===== config.mk =====
export PLATFORM = sky130hd
export DESIGN_NAME = head_tail_frame_deframer_unit
export DESIGN_NICKNAME = d
export VERILOG_FILES = /design/src/hdl/htfd_pkg.sv /design/src/hdl/htfd_window_ram.sv /design/src/hdl/htfd_mod255.sv /design/src/hdl/head_tail_frame_deframer_unit.sv
export SDC_FILE = /design/constraint.sdc
export NUM_CORES = 1
export LEC_CHECK = 0
export ABC_AREA = 1
export BUFFER_PORTS_ARGS = -buffer_cell sky130_fd_sc_hd__buf_2
export CORE_MARGIN = 2
export CORE_UTILIZATION = 40
export DETAILED_ROUTE_END_ITERATION = 6
export GPL_TIMING_DRIVEN = 0
export PLACE_DENSITY = 0.63
export SLEW_MARGIN = 20
export SYNTH_ARGS = -nofsm -noshare
export SYNTH_HDL_FRONTEND = slang
export SYNTH_HIERARCHICAL = 1
export SYNTH_SLANG_ARGS = --single-unit

===== constraint.sdc =====
create_clock -name clk_i -period 7.6 [get_ports clk_i]
set_clock_uncertainty 0.15 [all_clocks]
set_input_delay 1.14 -clock clk_i [delete_from_list [all_inputs] [get_ports clk_i]]
set_output_delay 1.14 -clock clk_i [all_outputs]
set_load 0.05 [all_outputs]

===== src/hdl/htfd_pkg.sv =====
// Shared types and constants for the head/tail frame deframer.
// No dependencies; imported by every module of the block.
package htfd_pkg;

  localparam int unsigned BYTE_W = 8;
  localparam int unsigned IDX_W  = 6;

  localparam logic [BYTE_W-1:0] HEAD_MARK = 8'hFF;
  localparam logic [BYTE_W-1:0] TAIL_MARK = 8'h0D;

  // Sequencer states of the top level.
  typedef enum logic [2:0] {
    ST_IDLE,   // wait for a received byte
    ST_UPD,    // write the byte, update sum and fill, fetch oldest byte
    ST_HUNT,   // test head and tail marks, fetch checksum byte
    ST_CHKRD,  // latch checksum byte, start the modulo unit
    ST_MOD,    // wait for the modulo unit
    ST_ERD,    // fetch the next inner byte
    ST_EOUT    // hand the inner byte to the output register
  } state_e;

  // Status returned by the modulo 255 unit.
  typedef struct packed {
    logic              done;
    logic [BYTE_W-1:0] rem;
  } mod_stat_t;

endpackage


===== src/hdl/htfd_window_ram.sv =====
// Byte window store: one write port, one registered read port.
// Depends on htfd_pkg for the byte width.
module htfd_window_ram #(
  parameter int unsigned DEPTH = 16,
  parameter int unsigned AW    = 4
) (
  input  logic                      clk_i,
  input  logic                      we_i,
  input  logic [AW-1:0]             waddr_i,
  input  logic [htfd_pkg::BYTE_W-1:0] wdata_i,
  input  logic [AW-1:0]             raddr_i,
  output logic [htfd_pkg::BYTE_W-1:0] rdata_o
);
  import htfd_pkg::*;

  logic [BYTE_W-1:0] mem_q [DEPTH];
  logic [BYTE_W-1:0] rdata_q;

  always_ff @(posedge clk_i) begin
    if (we_i) begin
      mem_q[waddr_i] <= wdata_i;
    end
  end

  always_ff @(posedge clk_i) begin
    rdata_q <= mem_q[raddr_i];
  end

  assign rdata_o = rdata_q;

endmodule


===== src/hdl/htfd_mod255.sv =====
// Iterative modulo 255 unit: folds the high bits onto the low byte, one add per cycle.
// Depends on htfd_pkg for the status struct.
module htfd_mod255 #(
  parameter int unsigned OP_W = 12
) (
  input  logic                clk_i,
  input  logic                rst_ni,
  input  logic                start_i,
  input  logic [OP_W-1:0]     operand_i,
  output htfd_pkg::mod_stat_t stat_o
);
  import htfd_pkg::*;

  // Two folds bring any operand of up to 16 bits to 255 or below.
  localparam logic [OP_W-1:0] MOD_BASE  = OP_W'(255);
  localparam logic [1:0]      LAST_STEP = 2'd2;

  logic            busy_q, busy_d;
  logic            done_q, done_d;
  logic [1:0]      step_q, step_d;
  logic [OP_W-1:0] rem_q, rem_d;
  logic [OP_W-1:0] fold;

  // 256 is 1 modulo 255: add the high part onto the low byte.
  assign fold = OP_W'(rem_q[BYTE_W-1:0]) + OP_W'(rem_q[OP_W-1:BYTE_W]);

  always_comb begin
    busy_d = busy_q;
    done_d = 1'b0;
    step_d = step_q;
    rem_d  = rem_q;
    if (start_i) begin
      busy_d = 1'b1;
      step_d = '0;
      rem_d  = operand_i;
    end else if (busy_q) begin
      step_d = step_q + 2'd1;
      if (step_q == LAST_STEP) begin
        // Only 255 itself is left unreduced after the folds.
        if (rem_q == MOD_BASE) begin
          rem_d = '0;
        end
        busy_d = 1'b0;
        done_d = 1'b1;
      end else begin
        rem_d = fold;
      end
    end
  end

  always_ff @(posedge clk_i or negedge rst_ni) begin
    if (!rst_ni) begin
      busy_q <= 1'b0;
      done_q <= 1'b0;
    end else begin
      busy_q <= busy_d;
      done_q <= done_d;
    end
  end

  always_ff @(posedge clk_i) begin
    rem_q  <= rem_d;
    step_q <= step_d;
  end

  assign stat_o.done = done_q;
  assign stat_o.rem  = rem_q[BYTE_W-1:0];

endmodule


===== src/hdl/head_tail_frame_deframer_unit.sv =====
// Head/tail frame deframer: top level with the byte sequencer and output register.
// Depends on htfd_pkg, htfd_window_ram and htfd_mod255.
//
// Usage: feed received bytes on rx_byte_i with rx_valid_i; a beat is taken
// when rx_stall_o is low. The block keeps the last FRAME_LEN bytes since the
// previous frame. A frame is found when the window is full, the oldest byte
// is 0xFF and the newest is 0x0D. Its inner bytes then leave on the output
// channel (payload_byte_o, byte_index_o, last_byte_o, checksum_ok_o) one beat
// at a time, each carrying the modulo 255 checksum verdict; the window empties.
// Sequence: a byte without a frame passes through accept, window update and
// mark test, paced by the single registered read port of the window store.
// A found frame then latches the checksum byte, runs the modulo unit (two
// folds of the high sum bits onto the low byte, a final correction and the
// done flag), then reads the store and loads the output for each inner byte.
// rx_stall_o is high whenever a byte is being worked on.
// A stall from the receiver holds the output beat and the sequencer; only
// one result waits in the output register while the next byte is fetched.
// Reset empties the window and clears the output valid; store contents stay
// undefined and are never used before being written.
module head_tail_frame_deframer_unit #(
  parameter int unsigned FRAME_LEN = 16
) (
  input  logic                          clk_i,
  input  logic                          rst_ni,
  input  logic [htfd_pkg::BYTE_W-1:0]   rx_byte_i,
  input  logic                          rx_valid_i,
  output logic                          rx_stall_o,
  output logic [htfd_pkg::BYTE_W-1:0]   payload_byte_o,
  output logic [htfd_pkg::IDX_W-1:0]    byte_index_o,
  output logic                          last_byte_o,
  output logic                          checksum_ok_o,
  output logic                          out_valid_o,
  input  logic                          out_stall_i
);
  import htfd_pkg::*;

  localparam int unsigned AW    = $clog2(FRAME_LEN);
  localparam int unsigned CW    = $clog2(FRAME_LEN + 1);
  localparam int unsigned SUM_W = $clog2(FRAME_LEN * 255 + 1);
  localparam int unsigned SEL_W = IDX_W + 1;

  localparam logic [CW-1:0]    FILL_FULL = CW'(FRAME_LEN);
  localparam logic [IDX_W-1:0] LAST_IDX  = IDX_W'(FRAME_LEN - 4);
  localparam logic [IDX_W-1:0] CHK_OFS   = IDX_W'(FRAME_LEN - 2);
  localparam logic [IDX_W-1:0] ONE_OFS   = IDX_W'(1);

  // Circular address: base plus offset, both below FRAME_LEN, wrapped once.
  function automatic logic [AW-1:0] wrap_add(input logic [AW-1:0]    base,
                                             input logic [IDX_W-1:0] ofs);
    logic [SEL_W-1:0] s;
    s = SEL_W'(base) + SEL_W'(ofs);
    if (s >= SEL_W'(FRAME_LEN)) begin
      s = s - SEL_W'(FRAME_LEN);
    end
    return s[AW-1:0];
  endfunction

  state_e state_q, state_d;

  logic [CW-1:0]     fill_q, fill_d;
  logic [SUM_W-1:0]  sum_q, sum_d;
  logic [AW-1:0]     wp_q, wp_d;
  logic [BYTE_W-1:0] byte_q, byte_d;
  logic [BYTE_W-1:0] chk_q, chk_d;
  logic              ok_q, ok_d;
  logic [IDX_W-1:0]  idx_q, idx_d;

  logic              out_valid_q, out_valid_d;
  logic [BYTE_W-1:0] out_byte_q;
  logic [IDX_W-1:0]  out_idx_q;
  logic              out_last_q;
  logic              out_ok_q;

  logic              mem_we;
  logic [AW-1:0]     mem_raddr;
  logic [BYTE_W-1:0] mem_rdata;
  logic              mod_start;
  logic [SUM_W-1:0]  mod_operand;
  mod_stat_t         mod_stat;

  logic rx_accept;
  logic out_free;
  logic out_load;
  logic frame_hit;
  logic idx_last;

  assign rx_accept = rx_valid_i && (state_q == ST_IDLE);
  assign out_free  = !out_valid_q || !out_stall_i;
  assign frame_hit = (fill_q == FILL_FULL) && (byte_q == TAIL_MARK) &&
                     (mem_rdata == HEAD_MARK);
  assign idx_last  = (idx_q == LAST_IDX);

  htfd_window_ram #(
    .DEPTH (FRAME_LEN),
    .AW    (AW)
  ) u_window (
    .clk_i   (clk_i),
    .we_i    (mem_we),
    .waddr_i (wp_q),
    .wdata_i (byte_q),
    .raddr_i (mem_raddr),
    .rdata_o (mem_rdata)
  );

  htfd_mod255 #(
    .OP_W (SUM_W)
  ) u_mod (
    .clk_i     (clk_i),
    .rst_ni    (rst_ni),
    .start_i   (mod_start),
    .operand_i (mod_operand),
    .stat_o    (mod_stat)
  );

  // Next state.
  always_comb begin
    state_d = state_q;
    unique case (state_q)
      ST_IDLE:  if (rx_accept) begin
        state_d = ST_UPD;
      end
      ST_UPD:   state_d = ST_HUNT;
      ST_HUNT:  state_d = frame_hit ? ST_CHKRD : ST_IDLE;
      ST_CHKRD: state_d = ST_MOD;
      ST_MOD:   if (mod_stat.done) begin
        state_d = ST_ERD;
      end
      ST_ERD:   state_d = ST_EOUT;
      ST_EOUT:  if (out_free) begin
        state_d = idx_last ? ST_IDLE : ST_ERD;
      end
      default:  state_d = ST_IDLE;
    endcase
  end

  // Datapath controls and state updates.
  always_comb begin
    fill_d      = fill_q;
    sum_d       = sum_q;
    wp_d        = wp_q;
    byte_d      = byte_q;
    chk_d       = chk_q;
    ok_d        = ok_q;
    idx_d       = idx_q;
    mem_we      = 1'b0;
    mem_raddr   = wp_q;
    mod_start   = 1'b0;
    mod_operand = sum_q - SUM_W'(mem_rdata);
    out_load    = 1'b0;
    unique case (state_q)
      ST_IDLE: begin
        // Fetch the byte about to be overwritten.
        byte_d    = rx_byte_i;
        mem_raddr = wp_q;
      end
      ST_UPD: begin
        mem_we = 1'b1;
        if (fill_q == FILL_FULL) begin
          sum_d = sum_q - SUM_W'(mem_rdata) + SUM_W'(byte_q);
        end else begin
          sum_d  = sum_q + SUM_W'(byte_q);
          fill_d = fill_q + CW'(1);
        end
        wp_d      = wrap_add(wp_q, ONE_OFS);
        // Oldest byte now sits at the next write slot.
        mem_raddr = wrap_add(wp_q, ONE_OFS);
      end
      ST_HUNT: begin
        mem_raddr = wrap_add(wp_q, CHK_OFS);
      end
      ST_CHKRD: begin
        // Head mark cancels itself: total is the sum less the checksum byte.
        chk_d     = mem_rdata;
        mod_start = 1'b1;
      end
      ST_MOD: begin
        if (mod_stat.done) begin
          ok_d  = (mod_stat.rem == chk_q);
          idx_d = '0;
        end
      end
      ST_ERD: begin
        mem_raddr = wrap_add(wp_q, idx_q + ONE_OFS);
      end
      ST_EOUT: begin
        // Hold the read address so the data stays put under a stall.
        mem_raddr = wrap_add(wp_q, idx_q + ONE_OFS);
        if (out_free) begin
          out_load = 1'b1;
          idx_d    = idx_q + ONE_OFS;
          if (idx_last) begin
            fill_d = '0;
            sum_d  = '0;
            wp_d   = '0;
          end
        end
      end
      default: begin
        mem_raddr = wp_q;
      end
    endcase
  end

  always_comb begin
    out_valid_d = out_valid_q;
    if (out_load) begin
      out_valid_d = 1'b1;
    end else if (!out_stall_i) begin
      out_valid_d = 1'b0;
    end
  end

  always_ff @(posedge clk_i or negedge rst_ni) begin
    if (!rst_ni) begin
      state_q     <= ST_IDLE;
      fill_q      <= '0;
      sum_q       <= '0;
      wp_q        <= '0;
      idx_q       <= '0;
      out_valid_q <= 1'b0;
    end else begin
      state_q     <= state_d;
      fill_q      <= fill_d;
      sum_q       <= sum_d;
      wp_q        <= wp_d;
      idx_q       <= idx_d;
      out_valid_q <= out_valid_d;
    end
  end

  always_ff @(posedge clk_i) begin
    byte_q <= byte_d;
    chk_q  <= chk_d;
    ok_q   <= ok_d;
    if (out_load) begin
      out_byte_q <= mem_rdata;
      out_idx_q  <= idx_q;
      out_last_q <= idx_last;
      out_ok_q   <= ok_q;
    end
  end

  assign rx_stall_o     = (state_q != ST_IDLE);
  assign out_valid_o    = out_valid_q;
  assign payload_byte_o = out_byte_q;
  assign byte_index_o   = out_idx_q;
  assign last_byte_o    = out_last_q;
  assign checksum_ok_o  = out_ok_q;

  a_fill_bound : assert property (@(posedge clk_i) disable iff (!rst_ni)
    fill_q <= FILL_FULL)
    else $error("window fill count beyond frame length");

  a_mod_done_in_wait : assert property (@(posedge clk_i) disable iff (!rst_ni)
    mod_stat.done |-> (state_q == ST_MOD))
    else $error("modulo result arrived outside its wait state");

  a_mod_rem_range : assert property (@(posedge clk_i) disable iff (!rst_ni)
    mod_stat.done |-> (mod_stat.rem != HEAD_MARK))
    else $error("modulo remainder not reduced below 255");

  a_empty_after_frame : assert property (@(posedge clk_i) disable iff (!rst_ni)
    (out_load && idx_last) |=> (fill_q == '0) && (wp_q == '0) &&
                              (state_q == ST_IDLE))
    else $error("window not emptied after the last inner byte");

  a_load_only_free : assert property (@(posedge clk_i) disable iff (!rst_ni)
    out_load |-> (!out_valid_q || !out_stall_i))
    else $error("output register overwritten while stalled");

endmodule

==> results of run 1 <==
registers in the layout, indices dropped and copies added, names as in the netlist, 5 cells and up:
register / count
fill_q: 5
u_window/mem_q: 128
byte_index_o: 6
sum_q: 12
u_window/rdata_o: 8
chk_q: 8
idx_q: 6
payload_byte_o: 8
byte_q: 8
u_mod/rem_q: 12
metrics by stage:
stage	instances	utilization [%]
6_report	1565	45.6
5_1_grt	1565	45.6
4_1_cts	1565	45.6
3_5_place_dp	1521	42.6
3_3_place_gp	1520	42.5
2_1_floorplan	1150	-
routing by layer:
metal | vias to the layer above | wire length [µm] | part of all wire (%)
met3 | 60 | 1570 | 6.2
met2 | 259 | 11500 | 45
met1 | 3644 | 11600 | 46
met4 | 0 | 747 | 3.0
li1 | 3849 | - | -
met5 | - | 0 | 0
kinds of logic (layout without fill, tap and decap cells):
logic type,after synthesis,count (layout),share of synthesized area [%]
buffers and inverters,238,312,9.41
AO/OA/AOI/OAI,68,68,3.59
adder cells (fa/ha/maj),36,36,4.44
AND/OR/NAND/NOR,566,566,23.0
XOR/XNOR,26,26,2.10
flip-flops,216,216,57.5
layout make-up:
class / instances / area share [%]
plain buffers: 39 / 2.20
clock buffers: 37 / 6.06
clock inverters: 7 / 0.563
inverters: 199 / 6.13
multi-input cells: 696 / 29.4
flip-flops and latches: 216 / 50.9
well taps: 341 / 3.49
repair buffers: 30 / 1.31
worst max-delay path by stage:
stage	startpoint	to	slack (ps)	cells past startpoint
2_1_floorplan	sum_q[0]$_DFFE_PN0P_	sum_q[11]$_DFFE_PN0P_	4550	21
5_1_grt	u_window/rdata_o[0]$_DFF_P_	sum_q[11]$_DFFE_PN0P_	3690	20
3_5_place_dp	u_window/rdata_o[0]$_DFF_P_	sum_q[11]$_DFFE_PN0P_	4090	20
4_1_cts	u_window/rdata_o[0]$_DFF_P_	sum_q[11]$_DFFE_PN0P_	4080	20
3_3_place_gp	out_stall_i	idx_q[2]$_DFFE_PN0P_	4040	6
6_report	u_window/rdata_o[0]$_DFF_P_	sum_q[11]$_DFFE_PN0P_	4060	20
cells in the final DEF (no fill, tap or decap), drive strengths merged, types with 5 or more instances in the layout:
cell type and instances:
nand4 8, xnor2 10, xor2 16, inv 198
nor2 63, ha 32, clkinv 5, buf 67
nand3 144, edfxtp 173, nor4 6, dfrtp 33
clkbuf 39, a21oi 17, nor3 9, o22ai 9
dfxtp 10, o21ai 32, nand2 329
==> impl_results.html, run 1 <==
<table>
<tr><th>Metric</th><th>Value</th></tr>
<tr><th colspan="2">Worst hold path</th></tr>
<tr><td>Hold-critical path depth</td><td>0</td></tr>
<tr><td>Worst min-delay path category</td><td>flop to flop</td></tr>
<tr><td>Worst Min Path Start</td><td>ok_q$_DFFE_PP_</td></tr>
<tr><td>Terminating pin of the worst hold path</td><td>checksum_ok_o$_DFFE_PP_</td></tr>
<tr><th colspan="2">Worst setup path</th></tr>
<tr><td>Buffers &amp; Inverters on Critical Path</td><td>1</td></tr>
<tr><td>Req. time, crit path</td><td>7860 ps</td></tr>
<tr><td>Max stage delay on crit path</td><td>490 ps</td></tr>
<tr><td>Setup CP Type</td><td>flop to flop</td></tr>
<tr><td>Slowest cell on the critical path</td><td>dfxtp_1</td></tr>
<tr><td>Data arrival time of the critical path</td><td>~3800 ps</td></tr>
<tr><td>Type of origin of the critical path</td><td>flop</td></tr>
<tr><td>Worst setup slack for register-to-register paths</td><td>4060 ps</td></tr>
<tr><td>Endpoint type of the worst setup path</td><td>flop</td></tr>
<tr><td>Crit path max fanout</td><td>4</td></tr>
<tr><td>Worst reg2reg endpoint</td><td>sum_q[11]$_DFFE_PN0P_</td></tr>
<tr><td>Library cell appearing most often on the critical path</td><td>nand2_1</td></tr>
<tr><td>Family with the most delay on the worst path</td><td>adder cells</td></tr>
<tr><td>Startpoint of the most critical register-to-register path</td><td>u_window/rdata_o[0]$_DFF_P_</td></tr>
<tr><td>Series of cell instances along the critical path</td><td>ha_1 -&gt; inv_1 -&gt; fa_1 -&gt; nand2_1 -&gt; nand2_1 -&gt; nand2_1 -&gt; o21ai_0 -&gt; xor2_1 -&gt; nand2_1 -&gt; o21ai_0 -&gt; ha_1 -&gt; a21o_1 -&gt; nor2_1 -&gt; nand2_1 -&gt; a21oi_1 -&gt; nor2_4 -&gt; nand3_1 -&gt; nand2_1 -&gt; nand3_1 -&gt; nand2_1</td></tr>
<tr><td>Reg2Reg Depth</td><td>20</td></tr>
<tr><th colspan="2">Detailed routing</th></tr>
<tr><td>Antenna-violating nets left</td><td>0</td></tr>
<tr><td>Drt via density</td><td>4.99</td></tr>
<tr><td>DRC violation count after routing</td><td>0</td></tr>
<tr><td>Length of the first detailed-routing pass in iterations</td><td>5</td></tr>
<tr><td>Total vias in the final route</td><td>between 7k and 8k</td></tr>
<tr><td>Count of routing violations after the opening detailed-route iteration</td><td>approximately 630</td></tr>
<tr><td>Total Routed Length</td><td>around 25000 µm</td></tr>
<tr><td>Average wire per cell in the routed design</td><td>~16 µm</td></tr>
<tr><th colspan="2">CTS</th></tr>
<tr><td>Post-CTS setup buffers</td><td>0</td></tr>
<tr><td>Count of H-tree levels built during CTS</td><td>1</td></tr>
<tr><td>Clock slew at reported path FFs</td><td>roughly 60 ps</td></tr>
<tr><td>Maximum root-to-sink buffer count</td><td>3</td></tr>
<tr><td>Root buf cell</td><td>clkbuf_16</td></tr>
<tr><td>Post-CTS resize count</td><td>0</td></tr>
<tr><td>Latest clock arrival within the worst-skew pair</td><td>around 520 ps</td></tr>
<tr><td>Number of sinks on the clock net</td><td>between 200 and 250</td></tr>
<tr><td>TritonCTS clock tree</td><td>yes</td></tr>
<tr><td>Clock buffer count from CTS</td><td>24</td></tr>
<tr><td>Number of hold-repair buffers added at the cts stage</td><td>0</td></tr>
<tr><th colspan="2">Floorplanning</th></tr>
<tr><td>Die extent in x</td><td>around 170 µm</td></tr>
<tr><td>Initial Utilization</td><td>roughly 40%</td></tr>
<tr><td>Number of placed I/O pins</td><td>30</td></tr>
<tr><td>Die area</td><td>around 28000 µm²</td></tr>
<tr><td>Floorplan row count</td><td>60</td></tr>
<tr><td>Area of the core</td><td>~27000 µm²</td></tr>
<tr><td>Die Span Y</td><td>between 150 and 200 µm</td></tr>
<tr><th colspan="2">Global routing</th></tr>
<tr><td>Global routing met2 resource utilization</td><td>approximately 30%</td></tr>
<tr><td>GR Overflow Total</td><td>0</td></tr>
<tr><td>Number of global-route vias before repair</td><td>approximately 7.7k</td></tr>
<tr><td>Met1 layer usage reported by global route</td><td>25.3%</td></tr>
<tr><td>Global-route wire length before repair</td><td>about 40000 µm</td></tr>
<tr><td>Most used routing layer in global routing</td><td>met2</td></tr>
<tr><td>Antenna violations before repair</td><td>0</td></tr>
<tr><td>Met3 capacity usage during global routing</td><td>2.95%</td></tr>
<tr><td>Maximum number of pins on one net before global-route repair</td><td>34</td></tr>
<tr><td>Total global routing track utilization</td><td>18.3%</td></tr>
<tr><th colspan="2">Synth</th></tr>
<tr><td>Synth Register Bits</td><td>about 220</td></tr>
<tr><td>Sequential fraction of the synthesis area</td><td>57.5%</td></tr>
<tr><td>Number of flops mapped to enable cells by yosys</td><td>173</td></tr>
<tr><td>Number of standard cells after synthesis</td><td>around 1.2k</td></tr>
<tr><td>Mean instance size in the synthesized netlist</td><td>about 9.4 µm²</td></tr>
<tr><td>Post-synth net total</td><td>approximately 1.2k</td></tr>
<tr><td>Count leader, synth</td><td>nand2_1</td></tr>
<tr><td>Share of flip-flops with an asynchronous set or reset</td><td>between 10% and 20%</td></tr>
<tr><td>Top cells by instance count after synthesis</td><td>319 x nand2_1, 184 x inv_1, 173 x edfxtp_1</td></tr>
<tr><td>Cell area after synthesis</td><td>between 10000 and 15000 µm²</td></tr>
<tr><td>Biggest area consumer among synthesized cells</td><td>edfxtp_1</td></tr>
<tr><td>Count of unique library cells instantiated by Yosys</td><td>between 40 and 50</td></tr>
<tr><td>Warnings from Yosys</td><td>6</td></tr>
<tr><td>Largest cells by area after synthesis</td><td>edfxtp_1 48%, nand2_1 11%, dfrtp_1 7.6%, nand3_1 6.6%, inv_1 6.4%</td></tr>
<tr><td>Dominant synthesized flop cell</td><td>edfxtp_1</td></tr>
<tr><td>Area share of the largest cell type after synthesis</td><td>between 40% and 50%</td></tr>
<tr><th colspan="2">Timing</th></tr>
<tr><td>Final critical-path share of the clock period</td><td>46.5%</td></tr>
<tr><td>Worst relative slew slack</td><td>between 30% and 40%</td></tr>
<tr><td>Slew at the pin closest to its max-slew limit</td><td>roughly 940 ps</td></tr>
<tr><td>Max-slew violations</td><td>0</td></tr>
<tr><td>Final number of setup-violating endpoints</td><td>0</td></tr>
<tr><td>Crit path time final</td><td>~3500 ps</td></tr>
<tr><td>Setup slack of the critical path after layout</td><td>4060 ps</td></tr>
<tr><td>Max Clock Freq</td><td>between 200 and 300 MHz</td></tr>
<tr><td>Number of hold violations in the final report</td><td>0</td></tr>
<tr><td>Final Hold Slack</td><td>290 ps</td></tr>
<tr><td>Total Neg Setup Slack</td><td>0 ps</td></tr>
<tr><td>Unrepaired setup endpoints after global routing</td><td>no</td></tr>
<tr><th colspan="2">Placement</th></tr>
<tr><td>Quantity of I/O buffers inserted on ports</td><td>29</td></tr>
<tr><td>Area after DPL</td><td>~11000 µm²</td></tr>
<tr><td>Final HPWL DP</td><td>17600 µm</td></tr>
<tr><td>Post-placement setup slack</td><td>around 4100 ps</td></tr>
<tr><td>Routability-driven placement congestion ratio</td><td>between 0.8 and 0.9</td></tr>
<tr><th colspan="2">Finish</th></tr>
<tr><td>Area growth syn-to-layout</td><td>12.9%</td></tr>
<tr><td>Diodes inserted</td><td>0</td></tr>
<tr><td>Post-layout instance area</td><td>around 12000 µm²</td></tr>
<tr><td>Sequential cell area in the final layout</td><td>a little over 6000 µm²</td></tr>
<tr><td>Multi-input combinational cell area</td><td>3590 µm²</td></tr>
<tr><td>Final net count</td><td>roughly 1.3k</td></tr>
<tr><td>Share of final-layout standard cells stronger than drive strength 1</td><td>about 12%</td></tr>
<tr><td>Number of fill cells</td><td>2469</td></tr>
<tr><th colspan="2">Run</th></tr>
<tr><td>Max cap viols</td><td>0</td></tr>
<tr><th colspan="2">Status</th></tr>
<tr><td>Result of the run</td><td>finished, final reports clean</td></tr>
</table>
Power of run 1 is left out: the tool's default activity adds up to more than one toggle a clock period on the data nets, which glitch-free logic cannot reach.
==> run 2: changes to the inputs <==
clock period = 3.67 ns   (was 7.6 ns; I/O delays follow)
==> run 2 against run 1 <==
  * Final cell count is 0.19% higher
  * Clock-buffer cell count stayed put
  * Sequential share of layout area is 0.12 points lower
  * Die area stayed put
  * Register-to-register slack worse by 3700 ps
  * Worst setup slack worse by 3700 ps
==> impl_results.html, run 2 (same netlist as run 1, synthesis figures left out) <==
<table>
<tr><th>Metric</th><th>Value</th></tr>
<tr><th colspan="2">Finish</th></tr>
<tr><td>Top flop regs</td><td>u_window/mem_q: 128 flops, sum_q: 12 flops, u_mod/rem_q: 12 flops</td></tr>
<tr><td>Share of final-layout standard cells stronger than drive strength 1</td><td>between 10 and 15%</td></tr>
<tr><td>Final net count</td><td>around 1.3k</td></tr>
<tr><td>Number of cells in the finished layout apart from fillers</td><td>around 1.6k</td></tr>
<tr><td>Diodes inserted</td><td>0</td></tr>
<tr><td>Most common cell after layout, fill and taps aside</td><td>nand2_1</td></tr>
<tr><td>Register name with the most flops</td><td>u_window/mem_q</td></tr>
<tr><td>Commonest cells after routing, fill and taps aside</td><td>319 x nand2_1, 184 x inv_1, 173 x edfxtp_1, 142 x nand3_1, 54 x nor2_1</td></tr>
<tr><td>Area growth syn-to-layout</td><td>13.2%</td></tr>
<tr><td>Max reg flops</td><td>approximately 130</td></tr>
<tr><th colspan="2">CTS</th></tr>
<tr><td>Latest clock arrival within the worst-skew pair</td><td>roughly 520 ps</td></tr>
<tr><td>Number of sinks on the clock net</td><td>between 200 and 250</td></tr>
<tr><td>Count of H-tree levels built during CTS</td><td>1</td></tr>
<tr><td>TritonCTS clock tree</td><td>yes</td></tr>
<tr><td>Maximum root-to-sink buffer count</td><td>3</td></tr>
<tr><td>Clock slew at reported path FFs</td><td>about 60 ps</td></tr>
<tr><td>Root buf cell</td><td>clkbuf_16</td></tr>
<tr><td>Clock buffer count from CTS</td><td>24</td></tr>
<tr><th colspan="2">Floorplanning</th></tr>
<tr><td>Floorplan row count</td><td>60</td></tr>
<tr><td>Die Span Y</td><td>around 170 µm</td></tr>
<tr><td>Area of the core</td><td>26800 µm²</td></tr>
<tr><td>Die extent in x</td><td>about 170 µm</td></tr>
<tr><td>Die area</td><td>28400 µm²</td></tr>
<tr><td>Initial Utilization</td><td>~40%</td></tr>
<tr><td>Number of placed I/O pins</td><td>30</td></tr>
<tr><th colspan="2">Status</th></tr>
<tr><td>Result of the run</td><td>finished, final reports clean</td></tr>
<tr><th colspan="2">Detailed routing</th></tr>
<tr><td>DRC violation count after routing</td><td>0</td></tr>
<tr><td>Total vias in the final route</td><td>between 7k and 8k</td></tr>
<tr><td>Total Routed Length</td><td>approximately 25000 µm</td></tr>
<tr><td>Drt via density</td><td>5.01</td></tr>
<tr><td>Length of the first detailed-routing pass in iterations</td><td>7</td></tr>
<tr><td>Antenna-violating nets left</td><td>0</td></tr>
<tr><td>Count of routing violations after the opening detailed-route iteration</td><td>approximately 600</td></tr>
<tr><td>Average wire per cell in the routed design</td><td>roughly 16 µm</td></tr>
<tr><th colspan="2">Worst setup path</th></tr>
<tr><td>Crit path max fanout</td><td>10</td></tr>
<tr><td>Type of origin of the critical path</td><td>flop</td></tr>
<tr><td>Data arrival time of the critical path</td><td>about 3500 ps</td></tr>
<tr><td>Reg2Reg Depth</td><td>18</td></tr>
<tr><td>Req. time, crit path</td><td>around 3900 ps</td></tr>
<tr><td>Endpoint type of the worst setup path</td><td>flop</td></tr>
<tr><td>Setup CP Type</td><td>flop to flop</td></tr>
<tr><th colspan="2">Timing</th></tr>
<tr><td>Unrepaired setup endpoints after global routing</td><td>no</td></tr>
<tr><td>Total Neg Setup Slack</td><td>0 ps</td></tr>
<tr><td>Final number of setup-violating endpoints</td><td>0</td></tr>
<tr><td>Final critical-path share of the clock period</td><td>between 80% and 90%</td></tr>
<tr><td>Worst relative slew slack</td><td>about a third</td></tr>
<tr><td>Max Clock Freq</td><td>just over 300 MHz</td></tr>
<tr><td>Max-slew violations</td><td>0</td></tr>
<tr><td>Crit path time final</td><td>~3300 ps</td></tr>
<tr><td>Number of hold violations in the final report</td><td>0</td></tr>
<tr><td>Slew at the pin closest to its max-slew limit</td><td>around 980 ps</td></tr>
<tr><th colspan="2">Global routing</th></tr>
<tr><td>Global-route wire length before repair</td><td>slightly above 40000 µm</td></tr>
<tr><td>Antenna violations before repair</td><td>0</td></tr>
<tr><td>Total global routing track utilization</td><td>around 18%</td></tr>
<tr><td>Number of global-route vias before repair</td><td>roughly 7.7k</td></tr>
<tr><td>GR Overflow Total</td><td>0</td></tr>
<tr><td>Maximum number of pins on one net before global-route repair</td><td>34</td></tr>
<tr><th colspan="2">Placement</th></tr>
<tr><td>Total instance count after detailed placement</td><td>1521</td></tr>
<tr><td>Routability-driven placement congestion ratio</td><td>0.895</td></tr>
<tr><td>Quantity of I/O buffers inserted on ports</td><td>29</td></tr>
<tr><td>Final HPWL DP</td><td>between 15000 and 20000 µm</td></tr>
<tr><th colspan="2">Worst hold path</th></tr>
<tr><td>Hold-critical path depth</td><td>1</td></tr>
<tr><td>Worst min-delay path category</td><td>input pin to flop</td></tr>
<tr><th colspan="2">Run</th></tr>
<tr><td>Max cap viols</td><td>0</td></tr>
</table>
## run 2: cell count changes in the layout (fill, tap and decap cells not counted), sizes merged
cell | previous run | this run
buf | 67 | 69
dlygate4sd3 | 0 | 1
## run 2: repair_timing
item	4_1_cts	5_1_grt
setup buffers	0	2
gates resized for setup	0	3
endpoints found under the setup margin	0	2
hold buffers	1	0
endpoints found under the hold margin	33	0
## run 2: worst paths after layout
path	start	slack [ps]	endpoint
max in group asynchronous	rst_ni	2340	idx_q[5]$_DFFE_PN0P_
max reg2reg	fill_q[0]$_DFFE_PN0P_	400	sum_q[10]$_DFFE_PN0P_
max	fill_q[0]$_DFFE_PN0P_	400	sum_q[10]$_DFFE_PN0P_
min in group asynchronous	rst_ni	520	u_mod/busy_q$_DFF_PN0_
min reg2reg	ok_q$_DFFE_PP_	290	checksum_ok_o$_DFFE_PP_
min	rx_byte_i[1]	60	byte_q[1]$_DFFE_PP_
## run 2: per-stage QoR
stage               cell area [µm²]  utilization (%)  hold slack, ps  setup WS [ps]
CTS                           12200             45.7            42.9            149
floorplan                     10800                -             105            621
detailed placement            11400             42.6             286            163
global route                  12300             45.7            40.6           11.9
global placement              11400             42.5             264            208
finish                        12300             45.7            61.0            401
## run 2: cell type report
| cell class | count | area, µm² |
|---|---|---|
| Fill cell | 2462 | 14500 |
| Sequential cell | 216 | 6220 |
| Multi-Input combinational cell | 696 | 3600 |
| Inverter | 199 | 749 |
| Clock buffer | 37 | 741 |
| Tap cell | 341 | 427 |
| Buffer | 39 | 269 |
| Timing Repair Buffer | 33 | 185 |
| Clock inverter | 7 | 68.8 |
## run 2: metal layers
metal	up-vias	wire length, µm	global-route usage (%)	share of wire [%]
met4	0	749	5.92	2.9
li1	3856	-	-	-
met5	-	0	0	0
met1	3686	11700	25.3	46
met3	61	1560	2.95	6.1
met2	245	11400	29.5	45
## run 2: critical path, stage by stage, from the launching register on
cell      delay (ps)
dfrtp_1          400
inv_1            100
ha_1             150
nand4_1          250
inv_2            240
clkbuf_1         310
o21ai_0          230
fa_1             470
nand2_1           80
nor2_1            50
nand2_1           60
nand3_1          120
nand3_1           80
and2_1           160
nor2_2            60
nand2_1           60
nand2_1           50
nand3_1           70
o21ai_1           60
Power of run 2 is left out for the same reason.
==> run 3: changes to the inputs <==
BUFFER_PORTS_ARGS = -buffer_cell sky130_fd_sc_hd__clkbuf_2   (was -buffer_cell sky130_fd_sc_hd__buf_2)
==> run 3 against run 2 <==
  * Sequential share of layout area increased by 0.16 points
  * Design area decreased by 0.31%
  * Clock-buffer cell count decreased by 5
  * Maximum frequency decreased by 0.47%
  * Global-route usage increased by 0.066 points
  * Core utilization decreased by 0.14 points
  * First-iteration DRC count increased by 8.0%
  * Sequential cell count unchanged
  * Die area unchanged
  * Critical path depth unchanged
  * Critical path type unchanged
  * Highest routed layer unchanged
==> impl_results.html, run 3 (same netlist as run 1, synthesis figures left out) <==
<table>
<tr><th>Metric</th><th>Value</th></tr>
<tr><th colspan="2">Global routing</th></tr>
<tr><td>Number of global-route vias before repair</td><td>approximately 7.8k</td></tr>
<tr><td>Global-route wire length before repair</td><td>between 40000 and 50000 µm</td></tr>
<tr><td>Total global routing track utilization</td><td>18.3%</td></tr>
<tr><td>Antenna violations before repair</td><td>0</td></tr>
<tr><td>GR Overflow Total</td><td>0</td></tr>
<tr><td>Maximum number of pins on one net before global-route repair</td><td>34</td></tr>
<tr><th colspan="2">Detailed routing</th></tr>
<tr><td>Drt via density</td><td>4.99</td></tr>
<tr><td>Antenna-violating nets left</td><td>0</td></tr>
<tr><td>Total Routed Length</td><td>~25000 µm</td></tr>
<tr><td>DRC violation count after routing</td><td>0</td></tr>
<tr><td>Count of routing violations after the opening detailed-route iteration</td><td>approximately 630</td></tr>
<tr><td>Total vias in the final route</td><td>7829</td></tr>
<tr><td>Average wire per cell in the routed design</td><td>~16 µm</td></tr>
<tr><td>Length of the first detailed-routing pass in iterations</td><td>5</td></tr>
<tr><th colspan="2">CTS</th></tr>
<tr><td>Root buf cell</td><td>clkbuf_16</td></tr>
<tr><td>Latest clock arrival within the worst-skew pair</td><td>around 530 ps</td></tr>
<tr><td>Clock slew at reported path FFs</td><td>around 60 ps</td></tr>
<tr><td>TritonCTS clock tree</td><td>yes</td></tr>
<tr><td>Count of H-tree levels built during CTS</td><td>1</td></tr>
<tr><td>Number of sinks on the clock net</td><td>216</td></tr>
<tr><td>Clock buffer count from CTS</td><td>24</td></tr>
<tr><td>Maximum root-to-sink buffer count</td><td>3</td></tr>
<tr><th colspan="2">Worst setup path</th></tr>
<tr><td>Setup CP Type</td><td>flop to flop</td></tr>
<tr><td>Worst setup slack for register-to-register paths</td><td>between 300 and 400 ps</td></tr>
<tr><td>Endpoint type of the worst setup path</td><td>flop</td></tr>
<tr><td>Startpoint of the most critical register-to-register path</td><td>fill_q[0]$_DFFE_PN0P_</td></tr>
<tr><td>Req. time, crit path</td><td>3920 ps</td></tr>
<tr><td>Worst reg2reg endpoint</td><td>sum_q[10]$_DFFE_PN0P_</td></tr>
<tr><td>Reg2Reg Depth</td><td>18</td></tr>
<tr><td>Crit path max fanout</td><td>10</td></tr>
<tr><td>Type of origin of the critical path</td><td>flop</td></tr>
<tr><td>Data arrival time of the critical path</td><td>approximately 3500 ps</td></tr>
<tr><th colspan="2">Timing</th></tr>
<tr><td>Max-slew violations</td><td>0</td></tr>
<tr><td>Max Clock Freq</td><td>304 MHz</td></tr>
<tr><td>Worst relative slew slack</td><td>between 20% and 30%</td></tr>
<tr><td>Unrepaired setup endpoints after global routing</td><td>no</td></tr>
<tr><td>Slew at the pin closest to its max-slew limit</td><td>between 1000 and 1500 ps</td></tr>
<tr><td>Total Neg Setup Slack</td><td>0 ps</td></tr>
<tr><td>Number of hold violations in the final report</td><td>0</td></tr>
<tr><td>Crit path time final</td><td>approximately 3300 ps</td></tr>
<tr><td>Final number of setup-violating endpoints</td><td>0</td></tr>
<tr><td>Final critical-path share of the clock period</td><td>around nine tenths</td></tr>
<tr><th colspan="2">Floorplanning</th></tr>
<tr><td>Number of placed I/O pins</td><td>30</td></tr>
<tr><td>Initial Utilization</td><td>about 40%</td></tr>
<tr><td>Die Span Y</td><td>169 µm</td></tr>
<tr><td>Die area</td><td>28400 µm²</td></tr>
<tr><td>Area of the core</td><td>26800 µm²</td></tr>
<tr><td>Die extent in x</td><td>around 170 µm</td></tr>
<tr><td>Floorplan row count</td><td>60</td></tr>
<tr><th colspan="2">Placement</th></tr>
<tr><td>Quantity of I/O buffers inserted on ports</td><td>29</td></tr>
<tr><td>Final HPWL DP</td><td>between 15000 and 20000 µm</td></tr>
<tr><td>Area after DPL</td><td>~11000 µm²</td></tr>
<tr><td>Routability-driven placement congestion ratio</td><td>0.896</td></tr>
<tr><th colspan="2">Status</th></tr>
<tr><td>Result of the run</td><td>finished, final reports clean</td></tr>
<tr><th colspan="2">Finish</th></tr>
<tr><td>Share of final-layout standard cells stronger than drive strength 1</td><td>between 10% and 20%</td></tr>
<tr><td>Max reg flops</td><td>approximately 130</td></tr>
<tr><td>Top flop regs</td><td>u_window/mem_q: 128 flops, sum_q: 12 flops, u_mod/rem_q: 12 flops</td></tr>
<tr><td>Final net count</td><td>~1.3k</td></tr>
<tr><td>Area growth syn-to-layout</td><td>12.9%</td></tr>
<tr><td>Most common cell after layout, fill and taps aside</td><td>nand2_1</td></tr>
<tr><td>Utilization of the core after routing</td><td>a little under half</td></tr>
<tr><td>Diodes inserted</td><td>0</td></tr>
<tr><td>Commonest cells after routing, fill and taps aside</td><td>319 x nand2_1, 184 x inv_1, 173 x edfxtp_1, 142 x nand3_1, 55 x nor2_1</td></tr>
<tr><td>Post-layout instance area</td><td>roughly 12000 µm²</td></tr>
<tr><td>Register name with the most flops</td><td>u_window/mem_q</td></tr>
<tr><th colspan="2">Worst hold path</th></tr>
<tr><td>Terminating pin of the worst hold path</td><td>byte_q[1]$_DFFE_PP_</td></tr>
<tr><td>Worst Min Path Start</td><td>rx_byte_i[1]</td></tr>
<tr><td>Worst min-delay path category</td><td>input pin to flop</td></tr>
<tr><td>Hold-critical path depth</td><td>1</td></tr>
<tr><th colspan="2">Run</th></tr>
<tr><td>Max cap viols</td><td>0</td></tr>
</table>
[run 3: final cells by class]
cell class | instances | area, µm²
plain buffers | 39 | 269
clock buffers | 32 | 672
clock inverters | 12 | 95.1
fillers | 2507 | 14600
inverters | 199 | 749
multi-input cells | 696 | 3600
flip-flops and latches | 216 | 6220
well taps | 341 | 427
repair buffers | 34 | 193
[run 3: repair_timing]
item,in CTS,in global routing
resized for setup,0,4
buffers inserted,0,3
hold buffers,1,0
setup endpoints to repair,0,3
endpoints found under the hold margin,3,0
[run 3: stage by stage]
step	setup WS, ps	std cells	hold WS (ps)
global route	8.03	1569	24.7
detailed placement	129	1521	263
finish	385	1569	41.0
global placement	207	1520	265
floorplan	621	1150	105
CTS	106	1566	26.7
[run 3: worst max-delay path by stage]
stage,startpoint,end,slack [ps],cells after the start
global placement,u_window/rdata_o[0]$_DFF_P_,sum_q[11]$_DFFE_PN0P_,210,20
finish,fill_q[0]$_DFFE_PN0P_,sum_q[10]$_DFFE_PN0P_,390,18
floorplan,sum_q[0]$_DFFE_PN0P_,sum_q[11]$_DFFE_PN0P_,620,21
CTS,u_window/rdata_o[0]$_DFF_P_,sum_q[11]$_DFFE_PN0P_,110,20
global route,sum_q[0]$_DFFE_PN0P_,sum_q[11]$_DFFE_PN0P_,8,21
detailed placement,u_window/rdata_o[0]$_DFF_P_,sum_q[11]$_DFFE_PN0P_,130,20
[run 3: critical path: stages, from the launching register on]
cell and delay, ps:
dfrtp_1 390, inv_1 100, ha_1 150, nand4_1 260, inv_2 250, clkbuf_1 290
o21ai_0 220, fa_1 460, nand2_1 90, nor2_1 50, nand2_1 60, nand3_1 120
nand3_1 80, and2_1 170, nor2_2 60, nand2_1 50, nand2_1 50, nand3_1 70
o21ai_1 70
[run 3: routing by layer]
layer,vias to the layer above,global-route usage (%),part of all wire (%)
met1,3675,25.2,45
met5,-,0,0
met2,234,29.9,45
li1,3856,-,-
met3,64,2.55,6.1
met4,0,6.67,3.3
Power of run 3 is left out for the same reason.
